[config.mk]
export PLATFORM = sky130hd
export DESIGN_NAME = multi_mode_crc_checksum_top
export DESIGN_NICKNAME = d
export VERILOG_FILES = /design/src/hdl/mmcrc_pkg.sv /design/src/hdl/mmcrc_fold.sv /design/src/hdl/mmcrc_out_reg.sv /design/src/hdl/multi_mode_crc_checksum_top.sv
export SDC_FILE = /design/constraint.sdc
export NUM_CORES = 1
export LEC_CHECK = 0
export BUFFER_PORTS_ARGS = -buffer_cell sky130_fd_sc_hd__buf_2
export CAP_MARGIN = 30
export CORE_ASPECT_RATIO = 1.25
export CORE_MARGIN = 2
export CORE_UTILIZATION = 60
export CTS_CLUSTER_SIZE = 8
export DETAILED_ROUTE_END_ITERATION = 16
export PLACE_DENSITY = 0.83
export SLEW_MARGIN = 20
export SYNTH_ARGS = -nofsm -noshare
export SYNTH_HDL_FRONTEND = slang
export SYNTH_HIERARCHICAL = 1
export SYNTH_SLANG_ARGS = --single-unit
[constraint.sdc]
create_clock -name clk -period 10.3 [get_ports clk]
set_clock_uncertainty 0.15 [all_clocks]
set_input_delay 2.06 -clock clk [delete_from_list [all_inputs] [get_ports clk]]
set_output_delay 2.06 -clock clk [all_outputs]
set_load 0.005 [all_outputs]
[src/hdl/mmcrc_pkg.sv]
`timescale 1ns / 1ps
// ----------------------------------------------------------------------------
// mmcrc_pkg
// Shared types, constants and byte-wide fold functions of the check engine.
// ----------------------------------------------------------------------------
package mmcrc_pkg;

  typedef enum logic [2:0] {
    MODE_MODBUS   = 3'd0,
    MODE_XMODEM   = 3'd1,
    MODE_ITU      = 3'd2,
    MODE_CRC32    = 3'd3,
    MODE_CRC32INV = 3'd4,
    MODE_CRC8     = 3'd5,
    MODE_SUM8     = 3'd6,
    MODE_SUM16    = 3'd7
  } check_mode_t;

  localparam logic [15:0] POLY16_REFL = 16'hA001;
  localparam logic [15:0] POLY16_MSB  = 16'h1021;
  localparam logic [31:0] POLY32      = 32'h04C11DB7;
  localparam logic [7:0]  POLY8       = 8'h31;
  localparam logic [15:0] INIT16_ONES = 16'hFFFF;
  localparam logic [31:0] INIT32_ONES = 32'hFFFFFFFF;
  localparam logic [31:0] XOROUT32    = 32'hFFFFFFFF;

  function automatic logic [15:0] crc16_refl(input logic [15:0] v, input logic [7:0] b);
    logic [15:0] c;
    c = v ^ {8'h00, b};
    for (int k = 0; k < 8; k++) begin
      c = c[0] ? ((c >> 1) ^ POLY16_REFL) : (c >> 1);
    end
    return c;
  endfunction

  function automatic logic [15:0] crc16_msb(input logic [15:0] v, input logic [7:0] b);
    logic [15:0] c;
    c = v ^ {b, 8'h00};
    for (int k = 0; k < 8; k++) begin
      c = c[15] ? ({c[14:0], 1'b0} ^ POLY16_MSB) : {c[14:0], 1'b0};
    end
    return c;
  endfunction

  function automatic logic [31:0] crc32_msb(input logic [31:0] v, input logic [7:0] b);
    logic [31:0] c;
    c = v ^ {b, 24'h000000};
    for (int k = 0; k < 8; k++) begin
      c = c[31] ? ({c[30:0], 1'b0} ^ POLY32) : {c[30:0], 1'b0};
    end
    return c;
  endfunction

  function automatic logic [7:0] crc8_msb(input logic [7:0] v, input logic [7:0] b);
    logic [7:0] c;
    c = v ^ b;
    for (int k = 0; k < 8; k++) begin
      c = c[7] ? ({c[6:0], 1'b0} ^ POLY8) : {c[6:0], 1'b0};
    end
    return c;
  endfunction

  function automatic logic [15:0] sum16_eac(input logic [15:0] v, input logic [7:0] b);
    logic [16:0] s;
    s = {1'b0, v} + {9'h000, b};
    // end-around carry, cannot overflow a second time
    return s[16] ? (s[15:0] + 16'd1) : s[15:0];
  endfunction

endpackage

[src/hdl/mmcrc_fold.sv]
`timescale 1ns / 1ps
// ----------------------------------------------------------------------------
// mmcrc_fold
// Folds one byte into the running check value for the selected mode.
// ----------------------------------------------------------------------------
module mmcrc_fold (
  input  mmcrc_pkg::check_mode_t mode,
  input  logic [31:0]            running,
  input  logic [7:0]             data_byte,
  input  logic                   first_byte,
  output logic [31:0]            running_nxt,
  output logic [31:0]            check_value
);
  import mmcrc_pkg::*;

  logic [31:0] seed;

  always_comb begin
    case (mode)
      MODE_MODBUS, MODE_ITU:      seed = first_byte ? {16'h0000, INIT16_ONES} : running;
      MODE_CRC32, MODE_CRC32INV:  seed = first_byte ? INIT32_ONES : running;
      default:                    seed = first_byte ? 32'h00000000 : running;
    endcase
  end

  always_comb begin
    case (mode)
      MODE_MODBUS:               running_nxt = {16'h0000, crc16_refl(seed[15:0], data_byte)};
      MODE_XMODEM, MODE_ITU:     running_nxt = {16'h0000, crc16_msb(seed[15:0], data_byte)};
      MODE_CRC32, MODE_CRC32INV: running_nxt = crc32_msb(seed, data_byte);
      MODE_CRC8:                 running_nxt = {24'h000000, crc8_msb(seed[7:0], data_byte)};
      MODE_SUM8:                 running_nxt = {24'h000000, seed[7:0] + data_byte};
      MODE_SUM16:                running_nxt = {16'h0000, sum16_eac(seed[15:0], data_byte)};
      default:                   running_nxt = seed;
    endcase
  end

  // running value of the inverted crc32 mode stays uninverted
  assign check_value = (mode == MODE_CRC32INV) ? (running_nxt ^ XOROUT32) : running_nxt;

endmodule

[src/hdl/mmcrc_out_reg.sv]
`timescale 1ns / 1ps
// ----------------------------------------------------------------------------
// mmcrc_out_reg
// Result register with valid/stall handshake toward the consumer.
// ----------------------------------------------------------------------------
module mmcrc_out_reg (
  input  logic        clk,
  input  logic        rst_n,
  input  logic        load,
  input  logic [31:0] load_value,
  output logic        free,
  output logic        out_valid,
  input  logic        out_stall,
  output logic [31:0] out_check_value
);
  import mmcrc_pkg::*;

  logic        valid_r;
  logic        valid_nxt;
  logic [31:0] value_r;

  assign free      = !valid_r || !out_stall;
  assign valid_nxt = load || (valid_r && out_stall);

  always_ff @(posedge clk) begin
    if (!rst_n) begin
      valid_r <= 1'b0;
    end else begin
      valid_r <= valid_nxt;
    end
  end

  always_ff @(posedge clk) begin
    if (load) begin
      value_r <= load_value;
    end
  end

  assign out_valid       = valid_r;
  assign out_check_value = value_r;

endmodule

[src/hdl/multi_mode_crc_checksum_top.sv]
`timescale 1ns / 1ps
// ----------------------------------------------------------------------------
// multi_mode_crc_checksum_top
// Byte-serial CRC-16/CRC-32/CRC-8 and checksum engine, one byte per clock while the input is not stalled.
// ----------------------------------------------------------------------------
// Each accepted byte is captured in an input register and folded into the
// running value by an eight-bit unrolled update; a byte flagged last writes
// its finished check into the result register, so a result passes through
// the input register and then the result register. Throughput is one byte
// per cycle while the input is not stalled. The input register keeps taking
// bytes while a result waits, and only a last byte meeting a stalled full
// result register holds the input. check_mode is taken through
// cfg_valid/cfg_ready and must only be changed while no byte is in flight; an
// open message continues in the new mode from the low bits of the running
// value.
module multi_mode_crc_checksum_top (
  input  logic        clk,
  input  logic        rst_n,
  input  logic        in_valid,
  output logic        in_stall,
  input  logic [7:0]  in_data_byte,
  input  logic        in_first_byte,
  input  logic        in_last_byte,
  output logic        out_valid,
  input  logic        out_stall,
  output logic [31:0] out_check_value,
  input  logic        cfg_valid,
  output logic        cfg_ready,
  input  logic [2:0]  cfg_check_mode
);
  import mmcrc_pkg::*;

  check_mode_t mode_r;
  logic        s1_valid_r;
  logic [7:0]  s1_data_r;
  logic        s1_first_r;
  logic        s1_last_r;
  logic [31:0] running_r;
  logic [31:0] running_nxt;
  logic [31:0] check_value;
  logic        out_free;
  logic        s1_go;
  logic        in_take;

  assign cfg_ready = 1'b1;

  always_ff @(posedge clk) begin
    if (!rst_n) begin
      mode_r <= MODE_MODBUS;
    end else if (cfg_valid && cfg_ready) begin
      mode_r <= check_mode_t'(cfg_check_mode);
    end
  end

  // non-last bytes never need the result slot
  assign s1_go    = s1_valid_r && (!s1_last_r || out_free);
  assign in_stall = s1_valid_r && !s1_go;
  assign in_take  = in_valid && !in_stall;

  always_ff @(posedge clk) begin
    if (!rst_n) begin
      s1_valid_r <= 1'b0;
    end else if (!in_stall) begin
      s1_valid_r <= in_valid;
    end
  end

  always_ff @(posedge clk) begin
    if (in_take) begin
      s1_data_r  <= in_data_byte;
      s1_first_r <= in_first_byte;
      s1_last_r  <= in_last_byte;
    end
  end

  always_ff @(posedge clk) begin
    if (!rst_n) begin
      running_r <= 32'h00000000;
    end else if (s1_go) begin
      running_r <= running_nxt;
    end
  end

  mmcrc_fold u_fold (
    .mode        (mode_r),
    .running     (running_r),
    .data_byte   (s1_data_r),
    .first_byte  (s1_first_r),
    .running_nxt (running_nxt),
    .check_value (check_value)
  );

  mmcrc_out_reg u_out (
    .clk             (clk),
    .rst_n           (rst_n),
    .load            (s1_go && s1_last_r),
    .load_value      (check_value),
    .free            (out_free),
    .out_valid       (out_valid),
    .out_stall       (out_stall),
    .out_check_value (out_check_value)
  );

endmodule

Word level (Yosys, flattened, before mapping)
Index checks and enable logic that the tools add are counted.
Widths: inputs -> output; s select.
- output and inout port bits: 35
- word-level logic and storage cells: 111
- bits in writable memories: 0
- bits of input ports: 18
- register bits after elaboration: 79
- memory bits (read-only): 0
- latch bits: 0
- memories kept: 0
- magnitude comparators: 0
- multiply operators: 0
- bitwise operators: 37
- add/sub/neg operators: 3
- reduce and logical (&&, ||, !) cells: 17
- shifts and indexed selects: 0
- mux-type cells: 39
- equality and inequality tests: 7
- div/mod/pow operators: 0
- operators with widths (kind ; count):
    $mux 27 ; 8
    $pmux 32 s6 ; 1
    $mux 16 ; 9
    $mux 32 ; 4
    $not 14->14 ; 8
    $mux 13 ; 8
    $pmux 32 s2 ; 1
    $mux 6 ; 8
    $not 3->3 ; 16
    $not 32->32 ; 1
    $xor 32x32->32 ; 1
    $not 2->3 ; 8
    $add 16x8->17 ; 1
    $add 16x1->16 const B ; 1
    $xor 16x16->16 ; 1
    $xor 16x8->16 ; 1
    $eq 3x3->1 const B ; 4
    $add 8x8->8 ; 1
    $xor 8x8->8 ; 1
    $eq 3x2->1 const B ; 2
    $reduce_or 2->1 ; 3
    $logic_and 1x1->1 ; 5
    $logic_not 1->1 ; 5
    $eq 3x1->1 const B ; 1
    other kinds (2) ; 4

Depth between registers and ports, before layout
- depth in word-level cells: 23
- gate-level depth with buffers: 19
- depth with buffers taken out: 16

By module
Netlist, hierarchy kept.
- by module, submodules not included (module ; seq. area each (um^2) ; area each (um^2) ; times used ; cells an instance):
    mmcrc_fold ; 0.0 ; 3963.8 ; 1 ; 555
    multi_mode_crc_checksum_top ; 1021.0 ; 1773.0 ; 1 ; 168
    mmcrc_out_reg ; 980.9 ; 996.0 ; 1 ; 36

Worst setup path before layout
Ideal clock, no wire load.
- kind: reg-to-reg
- from: reg s1_first_r
- to: reg u_out.value_r[5], in the netlist u_out/out_check_value[5], data pin
- slack: 5.618 ns
- clock period less this slack: 4.682 ns
- path buffers: 6
- stages on the path, launching flop included: 18
- arrival: 4.271 ns
- path through: edfxtp_1 buf_6 buf_2 buf_2 buf_2 buf_1 buf_1 a21oi_1 ha_1 fa_1 a221o_1 a221o_1 o21ai_1 nor2_1 and3b_1 xor2_1 o22ai_1 a221o_1
- longest elaborated chain between the ends: 16
- elaborated cells between the ends (all ways): 62
- ends and longest elaborated chain (element ; RTL line ; RTL):
    start, declared ; multi_mode_crc_checksum_top.sv:36 ; logic s1_first_r;
    start signal, assigned ; multi_mode_crc_checksum_top.sv:71 ; s1_first_r <= in_first_byte;
    $mux 32 (on tied branches) ; mmcrc_fold.sv:22, mmcrc_fold.sv:20, mmcrc_fold.sv:21 ;
    $pmux 32 s2 * ; mmcrc_fold.sv:19 ; case (mode)
    parallel branches: the longest is 11 deep, another holds $add 16x8->17 ; - ;
    $pmux 32 s6 * ; mmcrc_fold.sv:27 ; case (mode)
    $not 32->32 (no line) ; - ;
    $mux 32 * ; mmcrc_fold.sv:39 ; assign check_value = (mode == MODE_CRC32INV) ? (running_nxt ^ XOROUT32) : running_nxt;
    named net check_value[5] ; multi_mode_crc_checksum_top.sv:40 ; logic [31:0] check_value;
    end signal, assigned ; mmcrc_out_reg.sv:35 ; value_r <= load_value;
    end, declared ; mmcrc_out_reg.sv:20 ; logic [31:0] value_r;
Mark *: on every way through the listed nets, which the timed path passes.
A chain may end at the register's enable or synchronous reset.

Worst setup path after layout
- from: reg s1_first_r
- to: reg u_out.value_r[1], in the netlist u_out/out_check_value[1], data pin
- longest elaborated chain between the ends: 14
- elaborated cells between the ends (all ways): 45
- ends and longest elaborated chain (element ; RTL line):
    $mux 32 (on tied branches) ; mmcrc_fold.sv:22, mmcrc_fold.sv:20, mmcrc_fold.sv:21
    $pmux 32 s2 * ; mmcrc_fold.sv:19
    parallel branches: the longest is 9 deep, another holds $add 16x8->17 ; -
    $pmux 32 s6 * ; mmcrc_fold.sv:27
    $not 32->32 (no line) ; -
    $mux 32 * ; mmcrc_fold.sv:39
    named net check_value[1] ; multi_mode_crc_checksum_top.sv:40
Marks and branches as above.

==> impl_metrics.py <==
metrics = {
    "sta": {
        "whs_ns": 0.317,
        "slew_viol_final": 0,
        "hold_viol": 0,
        "rsz0062_at_grt": "no",
        "finalCriticalPeriod_ns": 5.30,
        "setup_viol": 0,
        "worst_pin_slew_ns": 0.977,
        "min_period_over_period_pct": 51.5,
        "worst_slack_ns": 5.00,
        "tns_ns": 0,
        "max_freq_mhz": 189,
        "max_slew_margin_pct": 34.7,
    },
    "detailed_routing": {
        "drcViolationCount": 0,
        "via_per_inst": 6.44,
        "wire_per_inst_microns": 24.2,
        "totalWireLength_microns": 22200,
        "drt_iter0_drc": 679,
        "num_vias": 5921,
        "dr.pass1.iters": 5,
        "ant_nets": 0,
    },
    "clock_tree": {
        "cts.repair.resized": 0,
        "clk_latency_ns": 0.34,
        "clockRootBuffer": "clkbuf_16",
        "numCtsBuffers": 9,
        "clkTransAtPathRegs_ns": 0.07,
        "ctsHtreeMaxLevel": 3,
        "cts_sinks": 79,
        "cts_hold_buf": 0,
        "cts_tree": "done",
        "cts_setup_buffers": 0,
        "cts_buffer_depth": 2,
    },
    "pwr": {
        "power_mw": 1.32,
        "peakVddDrop_mv": 0.0836,
        "p_leak_nw": 2.76,
        "power_density_mw_per_mm2": 181,
    },
    "synth": {
        "syn-num-nets": 797,
        "synth_seq_area_share_pct": 29.7,
        "yosys_warnings": 6,
        "synth_common_cells": "115 x nand2_1, 109 x xnor2_1, 80 x nor2_1, 42 x edfxtp_1, 42 x mux2i_1",
        "yosys-top-cells-area": "edfxtp_1 19%, xnor2_1 14%, dfxtp_1 11%, nand2_1 6.4%, mux2i_1 6.2%",
        "synth-async-reset-ratio_pct": 0,
        "yosysTopAreaCellShare_pct": 18.7,
        "synth_cells": 759,
        "synth_edf_count": 42,
        "ys_types": 70,
        "ys.flop_type": "edfxtp_1",
        "ys_ff_latch": 79,
        "netlist_area_sq_mm": 0.00673,
        "synth.largest_area_cell": "edfxtp_1",
        "synth_area_per_cell_sq_um": 8.87,
        "synth.most_common_cell": "nand2_1",
    },
    "floorplanning": {
        "dieArea_sq_mm": 0.0121,
        "initial_core_util_pct": 61.0,
        "die_height_microns": 122,
        "core_area_sq_mm": 0.0110,
        "pin_count": 53,
        "die_width_microns": 98.7,
        "rows": 43,
    },
    "worst_setup_path": {
        "cp-startpoint": "s1_first_r$_DFFE_PP_",
        "cp_max_fo": 60,
        "startpoint_type": "flop",
        "r2r_cells": 14,
        "criticalPathCategory": "reg2reg",
        "max_stage_delay_ns": 0.60,
        "reg2reg_slack_ns": 5.00,
        "cp.required_ns": 10.26,
        "r2r-end": "u_out/out_check_value[1]$_DFFE_PP_",
        "crit_chain": "buf_4 > inv_1 > a21oi_1 > inv_1 > ha_1 > ha_1 > and2_1 > a221o_1 > o21ai_1 > mux2i_1 > nor2_1 > a211oi_1 > a21oi_1 > mux2i_1",
        "end_kind": "flop",
        "reg2reg_from": "s1_first_r$_DFFE_PP_",
        "crit_end": "u_out/out_check_value[1]$_DFFE_PP_",
        "cp.arrival_ns": 5.26,
        "crit_slowest_cell": "a21oi_1",
    },
    "worst_hold_path": {
        "hp-start": "running_r[28]$_SDFFE_PN0P_",
        "min-delay-path-class": "reg2reg",
    },
    "place": {
        "post-dp-hpwl_microns": 16200,
        "port-buffer-count": 51,
        "gp_congestion": 1.04,
        "place_ws_ns": 5.25,
    },
    "status": {
        "run_status": "complete, no violations",
    },
    "global_routing": {
        "track_usage_pct": 36.6,
        "grt_start_max_net_pins": 61,
        "grt_pass1_vias": 5782,
        "overflow": 0,
        "grt_pass1_wl_microns": 33200,
        "antenna_found_initial": 0,
    },
    "cells_and_area": {
        "final_nets": 817,
        "area_delta_synth_final_pct": 8.23,
        "n_antenna_cell": 0,
        "drive_gt1_share_pct": 14.0,
    },
    "run": {
        "maxCapViolations": 0,
    },
}
[worst max-delay path, delay by kind of cell, from the launching register on]
family | cells | cell delay, ns
muxes | 2 | 0.61
DFF | 1 | 0.33
AOI/OAI and AO/OA | 5 | 1.97
buffers and inverters | 3 | 1.18
and+or+nand+nor | 2 | 0.21
adders and majority gates | 2 | 0.60
[worst min-delay path by stage]
stage	endpoint	slack (ns)	cells past startpoint
floorplan	running_r[9]$_SDFFE_PN0P_	0.28	2
global placement	running_r[21]$_SDFFE_PN0P_	0.29	2
detailed placement	running_r[19]$_SDFFE_PN0P_	0.30	2
CTS	running_r[19]$_SDFFE_PN0P_	0.31	2
global route	running_r[21]$_SDFFE_PN0P_	0.34	2
finish	running_r[28]$_SDFFE_PN0P_	0.32	2
[cells by family after synthesis]
logic type	Yosys count	synth area share, %
XOR/XNOR	166	24.5
multiplexers	45	6.75
AND/OR/NAND/NOR	240	15.0
flip-flops	79	29.7
adder cells (fa/ha/maj)	21	3.98
AO/OA/AOI/OAI	143	15.2
other	1	0.0557
buffers and inverters	64	4.78
[power breakdown]
part | switching (mW) | leakage [nW] | internal, mW
logic | 0.363 | 1.90 | 0.236
registers | 0.0267 | 0.707 | 0.359
clock network | 0.142 | 0.149 | 0.193
[per-layer routing]
metal / track usage [%] / routed length, microns / vias to the layer above
li1: - / - / 2646
met1: 45.8 / 8500 / 2804
met5: 0 / 0 / -
met2: 59.6 / 10400 / 376
met3: 7.80 / 2150 / 95
met4: 18.6 / 1220 / 0
[flip-flops by register name (all words and copies together), names as in the netlist]
name,count
u_out/out_valid,1
mode_r,3
running_r,32
s1_valid_r,1
s1_first_r,1
s1_data_r,8
s1_last_r,1
u_out/out_check_value,32
[through the flow]
stage          std cells  utilization (%)  cell area, sq um
2_1_floorplan        759                -              6730
5_1_grt              919             66.1              7290
6_report             919             66.1              7290
4_1_cts              918             66.0              7280
3_5_place_dp         902             63.2              6970
3_3_place_gp         901             63.0              6950
[cell usage in the layout, fill, tap and decap left out, drive strengths merged, types with 2 or more instances in the layout]
master / count
a211oi: 3
a21oi: 39
nor2: 80
edfxtp: 42
nand2: 115
a211o: 2
a221oi: 5
clkbuf: 9
o221ai: 9
mux2i: 42
o211ai: 2
and2: 3
a31oi: 7
inv: 14
o21a: 6
nand4b: 2
o21ai: 30
mux2: 3
o32ai: 2
xnor3: 3
o31ai: 4
nand3b: 3
a221o: 4
nand2b: 3
or2: 2
ha: 19
a21o: 7
o22ai: 9
buf: 63
a2bb2oi: 3
o2111ai: 2
nand3: 11
xnor2: 121
nor3: 8
xor2: 42
nor2b: 8
dfxtp: 37
[final cells by class]
| type | instances | area, sq um |
|---|---|---|
| multi-input cells | 616 | 4410 |
| flip-flops and latches | 79 | 2000 |
| clock buffers | 9 | 225 |
| clock inverters | 7 | 83.8 |
| inverters | 10 | 37.5 |
| repair buffers | 63 | 358 |
| fillers | 873 | 3740 |
| well taps | 135 | 169 |
Power figures use the tool's default switching activity.
